## config.mk

```make
export PLATFORM = sky130hd
export DESIGN_NAME = aes_round_without_key
export DESIGN_NICKNAME = d
export VERILOG_FILES = /design/src/hdl/aesrnd_pkg.sv /design/src/hdl/aes_round_without_key.sv
export SDC_FILE = /design/constraint.sdc
export NUM_CORES = 2
export LEC_CHECK = 0
export ABC_AREA = 1
export BUFFER_PORTS_ARGS = -buffer_cell sky130_fd_sc_hd__buf_2
export CORE_MARGIN = 2
export CORE_UTILIZATION = 40
export CTS_CLUSTER_SIZE = 28
export DETAILED_ROUTE_END_ITERATION = 16
export PLACE_DENSITY_LB_ADDON = 0.08
export REMOVE_ABC_BUFFERS = 1
export SYNTH_ARGS = -nofsm -noshare
export SYNTH_HDL_FRONTEND = slang
export SYNTH_SLANG_ARGS = --single-unit
```

## constraint.sdc

```tcl
create_clock -name i_clk -period 8.1 [get_ports i_clk]
set_input_delay 0.405 -clock i_clk [delete_from_list [all_inputs] [get_ports i_clk]]
set_output_delay 0.405 -clock i_clk [all_outputs]
set_load 0.1 [all_outputs]
```

## src/hdl/aesrnd_pkg.sv

```systemverilog
// aesrnd_pkg: shared types, s-box table and gf(2^8) helper for the keyless aes round
// used by aes_round_without_key; no dependencies
package aesrnd_pkg;

    localparam int unsigned NUM_BYTES = 16;
    localparam int unsigned DATA_W    = 128;
    localparam logic [7:0]  RED_POLY  = 8'h1b;

    typedef logic [7:0] t_byte;
    typedef t_byte t_state [NUM_BYTES];

    localparam t_byte SBOX [256] = '{
        8'h63,8'h7c,8'h77,8'h7b,8'hf2,8'h6b,8'h6f,8'hc5,8'h30,8'h01,8'h67,8'h2b,8'hfe,8'hd7,8'hab,8'h76,
        8'hca,8'h82,8'hc9,8'h7d,8'hfa,8'h59,8'h47,8'hf0,8'had,8'hd4,8'ha2,8'haf,8'h9c,8'ha4,8'h72,8'hc0,
        8'hb7,8'hfd,8'h93,8'h26,8'h36,8'h3f,8'hf7,8'hcc,8'h34,8'ha5,8'he5,8'hf1,8'h71,8'hd8,8'h31,8'h15,
        8'h04,8'hc7,8'h23,8'hc3,8'h18,8'h96,8'h05,8'h9a,8'h07,8'h12,8'h80,8'he2,8'heb,8'h27,8'hb2,8'h75,
        8'h09,8'h83,8'h2c,8'h1a,8'h1b,8'h6e,8'h5a,8'ha0,8'h52,8'h3b,8'hd6,8'hb3,8'h29,8'he3,8'h2f,8'h84,
        8'h53,8'hd1,8'h00,8'hed,8'h20,8'hfc,8'hb1,8'h5b,8'h6a,8'hcb,8'hbe,8'h39,8'h4a,8'h4c,8'h58,8'hcf,
        8'hd0,8'hef,8'haa,8'hfb,8'h43,8'h4d,8'h33,8'h85,8'h45,8'hf9,8'h02,8'h7f,8'h50,8'h3c,8'h9f,8'ha8,
        8'h51,8'ha3,8'h40,8'h8f,8'h92,8'h9d,8'h38,8'hf5,8'hbc,8'hb6,8'hda,8'h21,8'h10,8'hff,8'hf3,8'hd2,
        8'hcd,8'h0c,8'h13,8'hec,8'h5f,8'h97,8'h44,8'h17,8'hc4,8'ha7,8'h7e,8'h3d,8'h64,8'h5d,8'h19,8'h73,
        8'h60,8'h81,8'h4f,8'hdc,8'h22,8'h2a,8'h90,8'h88,8'h46,8'hee,8'hb8,8'h14,8'hde,8'h5e,8'h0b,8'hdb,
        8'he0,8'h32,8'h3a,8'h0a,8'h49,8'h06,8'h24,8'h5c,8'hc2,8'hd3,8'hac,8'h62,8'h91,8'h95,8'he4,8'h79,
        8'he7,8'hc8,8'h37,8'h6d,8'h8d,8'hd5,8'h4e,8'ha9,8'h6c,8'h56,8'hf4,8'hea,8'h65,8'h7a,8'hae,8'h08,
        8'hba,8'h78,8'h25,8'h2e,8'h1c,8'ha6,8'hb4,8'hc6,8'he8,8'hdd,8'h74,8'h1f,8'h4b,8'hbd,8'h8b,8'h8a,
        8'h70,8'h3e,8'hb5,8'h66,8'h48,8'h03,8'hf6,8'h0e,8'h61,8'h35,8'h57,8'hb9,8'h86,8'hc1,8'h1d,8'h9e,
        8'he1,8'hf8,8'h98,8'h11,8'h69,8'hd9,8'h8e,8'h94,8'h9b,8'h1e,8'h87,8'he9,8'hce,8'h55,8'h28,8'hdf,
        8'h8c,8'ha1,8'h89,8'h0d,8'hbf,8'he6,8'h42,8'h68,8'h41,8'h99,8'h2d,8'h0f,8'hb0,8'h54,8'hbb,8'h16
    };

    // multiply by x in gf(2^8)
    function automatic t_byte gf_double(input t_byte v);
        return {v[6:0], 1'b0} ^ (v[7] ? RED_POLY : 8'h00);
    endfunction

endpackage

```

## src/hdl/aes_round_without_key.sv

```systemverilog
// aes_round_without_key: keyless aes-style round (subbytes, shiftrows, mixcolumns)
// on a row-major 16-byte state, three register stages with per-stage handshake
// depends on aesrnd_pkg
//
// stages: subbytes into r_s1, shiftrows into r_s2, mixcolumns into r_s3, which drives the output
// throughput: one state per cycle; each stage holds its item until the next stage frees
// reset: i_rst_n synchronous active low, clears the stage valid bits only
module aes_round_without_key (
    input  logic         i_clk,
    input  logic         i_rst_n,
    input  logic         i_s_axis_tvalid,
    output logic         o_s_axis_tready,
    input  logic [127:0] i_s_axis_tdata,   // [63:0] state_high, [127:64] state_low
    output logic         o_m_axis_tvalid,
    input  logic         i_m_axis_tready,
    output logic [127:0] o_m_axis_tdata    // [63:0] result_high, [127:64] result_low
);

    aesrnd_pkg::t_state r_s1, n_s1, r_s2, n_s2, r_s3, n_s3;
    aesrnd_pkg::t_state r_d2, n_d2;
    logic r_v1, r_v2, r_v3;
    logic w_ce1, w_ce2, w_ce3;

    // a stage loads when it is empty or its content moves on
    assign w_ce3 = !r_v3 || i_m_axis_tready;
    assign w_ce2 = !r_v2 || w_ce3;
    assign w_ce1 = !r_v1 || w_ce2;
    assign o_s_axis_tready = w_ce1;
    assign o_m_axis_tvalid = r_v3;

    // byte k sits in bits 63-8(k mod 8) of its 64-bit half, upper half at offset 64
    for (genvar k = 0; k < 16; k++) begin : g_byte
        if (k < 8) begin : g_hi
            assign n_s1[k] = aesrnd_pkg::SBOX[i_s_axis_tdata[63-8*k -: 8]];
            assign o_m_axis_tdata[63-8*k -: 8] = r_s3[k];
        end else begin : g_lo
            assign n_s1[k] = aesrnd_pkg::SBOX[i_s_axis_tdata[191-8*k -: 8]];
            assign o_m_axis_tdata[191-8*k -: 8] = r_s3[k];
        end
    end

    // shiftrows: new (r, c) takes old (r, (c + r) mod 4), doubled copy kept for mixcolumns
    for (genvar r = 0; r < 4; r++) begin : g_shift_r
        for (genvar c = 0; c < 4; c++) begin : g_shift_c
            assign n_s2[4*r + c] = r_s1[4*r + ((c + r) % 4)];
            assign n_d2[4*r + c] = aesrnd_pkg::gf_double(r_s1[4*r + ((c + r) % 4)]);
        end
    end

    // mixcolumns with circulant [2 3 1 1]
    for (genvar c = 0; c < 4; c++) begin : g_mix_c
        for (genvar r = 0; r < 4; r++) begin : g_mix_r
            assign n_s3[4*r + c] =
                r_d2[4*r + c]
              ^ r_d2[4*((r+1)%4) + c]
              ^ r_s2[4*((r+1)%4) + c]
              ^ r_s2[4*((r+2)%4) + c]
              ^ r_s2[4*((r+3)%4) + c];
        end
    end

    always_ff @(posedge i_clk) begin
        if (!i_rst_n) begin
            r_v1 <= 1'b0;
            r_v2 <= 1'b0;
            r_v3 <= 1'b0;
        end else begin
            if (w_ce1) begin
                r_v1 <= i_s_axis_tvalid;
            end
            if (w_ce2) begin
                r_v2 <= r_v1;
            end
            if (w_ce3) begin
                r_v3 <= r_v2;
            end
        end
    end

    always_ff @(posedge i_clk) begin
        if (w_ce1 && i_s_axis_tvalid) begin
            r_s1 <= n_s1;
        end
        if (w_ce2 && r_v1) begin
            r_s2 <= n_s2;
            r_d2 <= n_d2;
        end
        if (w_ce3 && r_v2) begin
            r_s3 <= n_s3;
        end
    end

endmodule

```

==> flow_metrics.env <==
export IMPL_fp_coreArea_um2=158000
export IMPL_drive_above_1_share_pct=5.13
export IMPL_critPathLaunchType="flop"
export IMPL_hold_class="in -> reg"
export IMPL_yosys_warnings=0
export IMPL_total_power_mw=9.69
export IMPL_clk_path_buf_depth=3
export IMPL_cp_end_kind="flop"
export IMPL_post_route_period_util_pct=36.5
export IMPL_r2r_end="r_s2[58]"
export IMPL_grt_usage_pct=38.3
export IMPL_clock_skew_ns=0.0576
export IMPL_grt_pass1_vias=74900
export IMPL_drt_vias_per_instance=6.43
export IMPL_powerDensity_nw_per_um2=145
export IMPL_syn_inst=11000
export IMPL_wl_per_cell_um=25.5
export IMPL_grt_max_degree=129
export IMPL_die_area_um2=162000
export IMPL_antenna_found_initial=28
export IMPL_cp_buffers_inverters=4
export IMPL_critPathArrivalTime_ns=3.26
export IMPL_clock_sinks=435
export IMPL_drtIter0Drc=16400
export IMPL_irDropWorstVdd_mv=0.153
export IMPL_ys_seq_area_share_pct=20.5
export IMPL_worstHoldStart="i_m_axis_tready"
export IMPL_finalWorstSetupSlack_ns=5.14
export IMPL_crit_fanout=81
export IMPL_worst_pin_slew_ns=1.25
export IMPL_r2r_start="o_m_axis_tvalid"
export IMPL_crit_chain="nand2_1 > nor2_1 > inv_1 > nand2_1 > inv_8 > buf_4 > buf_4"
export IMPL_hold_viol_final=0
export IMPL_preCtsSetupSlack_ns=4.80
export IMPL_criticalPathCategory="reg -> reg"
export IMPL_fp_dieH_um=402
export IMPL_relSlewSlack_pct=16.3
export IMPL_r2r_cells=7
export IMPL_maxCapViolations=0
export IMPL_maxSlewViolCount=0
export IMPL_finalSetupTns_ns=0
export IMPL_areaGrowthSynthToFinish_pct=5.11
export IMPL_gp_congestion=1.09
export IMPL_hold_depth=4
export IMPL_cp_slowest_cell="buf_4"
export IMPL_cts_resized_gates=0
export IMPL_path_clk_slew_ns=0.07
export IMPL_synth_area_um2=63400
export IMPL_ys_ff_latch=435
export IMPL_status="complete, no violations"
export IMPL_min_to="o_m_axis_tvalid"
export IMPL_crit_family="buffers and inverters"
export IMPL_clock_latency_ns=0.70
export IMPL_grt_pass1_wl_um=484000
export IMPL_cts_buffers_inserted=53
export IMPL_avgSynthCellArea_um2=5.77
export IMPL_start_util_pct=40.2
export IMPL_nFillCells=17600
export IMPL_portBuffers=261
export IMPL_ys_types=41
export IMPL_rows=146
export IMPL_max_freq_mhz=338
export IMPL_slowest_delay_ns=0.68
export IMPL_die_w_um=402
export IMPL_drc=0
export IMPL_rsz0062_at_grt="false"
export IMPL_vias=82500
export IMPL_drt_pre_antenna_iters=13
export IMPL_ios=262
export IMPL_r2r_slack_ns=5.14
export IMPL_cp_num_cells=7
export IMPL_cts_setup_buffers=0
export IMPL_tritoncts="built"
export IMPL_routed_wl_um=328000
export IMPL_p_leak_nw=32.2
export IMPL_detail_route_antenna_nets=0
export IMPL_min_period_ns=2.96
export IMPL_setup_viol_count_final=0
export IMPL_cts_root_buf="clkbuf_16"
export IMPL_grt_ovfl_total=0
export IMPL_ctsHtreeMaxLevel=2
export IMPL_hpwl_um=233000
export IMPL_final_nets=11100
export IMPL_crit_required_ns=8.40
## stage by stage
stage | hold WS [ns] | cell area [µm²] | utilization (%) | std cells
after CTS | 0.0483 | 66700 | 42.2 | 12800
final | 0.0795 | 66700 | 42.2 | 12800
after global placement | 0.400 | 64800 | 41.0 | 12700
after detailed placement | 0.405 | 64800 | 41.0 | 12700
after global routing | 0.0718 | 66700 | 42.2 | 12800
after floorplan | 0.400 | 60200 | - | 10300
## flip-flops by register name (all words and copies together) (netlist names)
name / flops
r_v1: 1
o_m_axis_tdata: 128
r_v2: 1
r_d2: 64
o_m_axis_tvalid: 1
n_s2: 128
r_s2: 112
## tightest hold or removal path, cell delays in order
cell     delay [ns]
buf_2          0.07
inv_1          0.06
nand2_1        0.08
a21oi_1        0.06
## synth_stat cells (all sizes together)
cell,n,share of area [%]
a21boi,3,0.035
xor2,296,4.1
nand3,2956,23
ha,240,4.7
nand2,3746,22
buf,455,3.6
o211ai,106,1.3
nor3b,4,0.047
clkinv,21,0.12
o22ai,4,0.039
dfxtp,3,0.095
nor2,758,4.6
a21oi,392,3.1
nand3b,25,0.30
a31oi,23,0.23
clkbuf,235,1.4
inv,594,3.5
and2,1,0.0099
nor3,14,0.11
and3,2,0.020
o21a,4,0.047
a31o,1,0.014
nand4,109,1.1
o31ai,3,0.035
xnor2,156,2.2
edfxtp,432,20
o21ai,395,3.1
nor4,1,0.0099
or2,15,0.15
## metal layers
layer / vias to the layer above / wire, µm / track usage, %
met3: 1400 / 41500 / 7.94
met5: - / 51 / 0
met4: 8 / 20400 / 19.6
li1: 36200 / - / -
met2: 7068 / 139000 / 57.5
met1: 37800 / 127000 / 51.6
## timing repair
action / 4_1_cts / 5_1_grt
endpoints found under the hold margin: 2 / 0
hold buffers: 1 / 0
setup endpoints to repair: 0 / 0
## cell families (layout without fill, tap and decap cells)
kind of cell               Yosys count  in the layout  share of synthesized area (%)
other                                0             12                              0
AOI/OAI and AO/OA                  931            931                           7.89
buffers and inverters             1305           1062                           8.68
xor gates and xnor gates           452            452                           6.24
adders and majority gates          240            240                           4.73
and+or+nand+nor                   7631           7631                           51.9
DFF                                435            435                           20.5
## power breakdown
part / leakage [nW] / switching (mW) / internal, mW / total [mW]
Clock: 0.878 / 1.06 / 1.47 / 2.54
Sequential: 4.12 / 0.180 / 2.74 / 2.92
Combinational: 27.2 / 3.15 / 1.09 / 4.23
## layout make-up
type	count	area [µm²]	area share, %
Multi-Input combinational cell	9254	44900	67.4
Tap cell	2072	2590	3.89
Inverter	615	2320	3.48
Clock buffer	60	1350	2.03
Clock inverter	38	458	0.687
Antenna cell	12	30.0	0.0450
Timing Repair Buffer	349	1980	2.97
Sequential cell	435	13000	19.5
## layout by cell type (no fill, tap or decap), drive strengths merged, types with 2 or more instances in the layout
| cell | count |
|---|---|
| diode | 12 |
| o22ai | 4 |
| clkinvlp | 4 |
| nor2 | 758 |
| dfxtp | 3 |
| and3 | 2 |
| a21boi | 3 |
| nand3 | 2956 |
| xor2 | 296 |
| clkinv | 37 |
| xnor2 | 156 |
| o31ai | 3 |
| o21a | 4 |
| inv | 604 |
| o21ai | 395 |
| nor3b | 4 |
| o211ai | 106 |
| nand4 | 109 |
| buf | 348 |
| edfxtp | 432 |
| nor3 | 14 |
| ha | 240 |
| a21oi | 392 |
| bufinv | 8 |
| a31oi | 23 |
| clkbuf | 60 |
| nand3b | 25 |
| nand2 | 3746 |
| or2 | 15 |
## how the worst max path moves through the flow
stage	start	endpoint	slack [ns]
2_1_floorplan	o_m_axis_tvalid	o_m_axis_tdata[0]	0.44
3_3_place_gp	i_s_axis_tdata[58]	n_s2[120]	4.79
3_5_place_dp	i_s_axis_tdata[58]	n_s2[120]	4.80
4_1_cts	o_m_axis_tvalid	r_s2[58]	5.11
5_1_grt	o_m_axis_tvalid	r_s2[58]	4.93
6_report	o_m_axis_tvalid	r_s2[58]	5.14
Note: power is estimated with default switching activity, not from simulation.
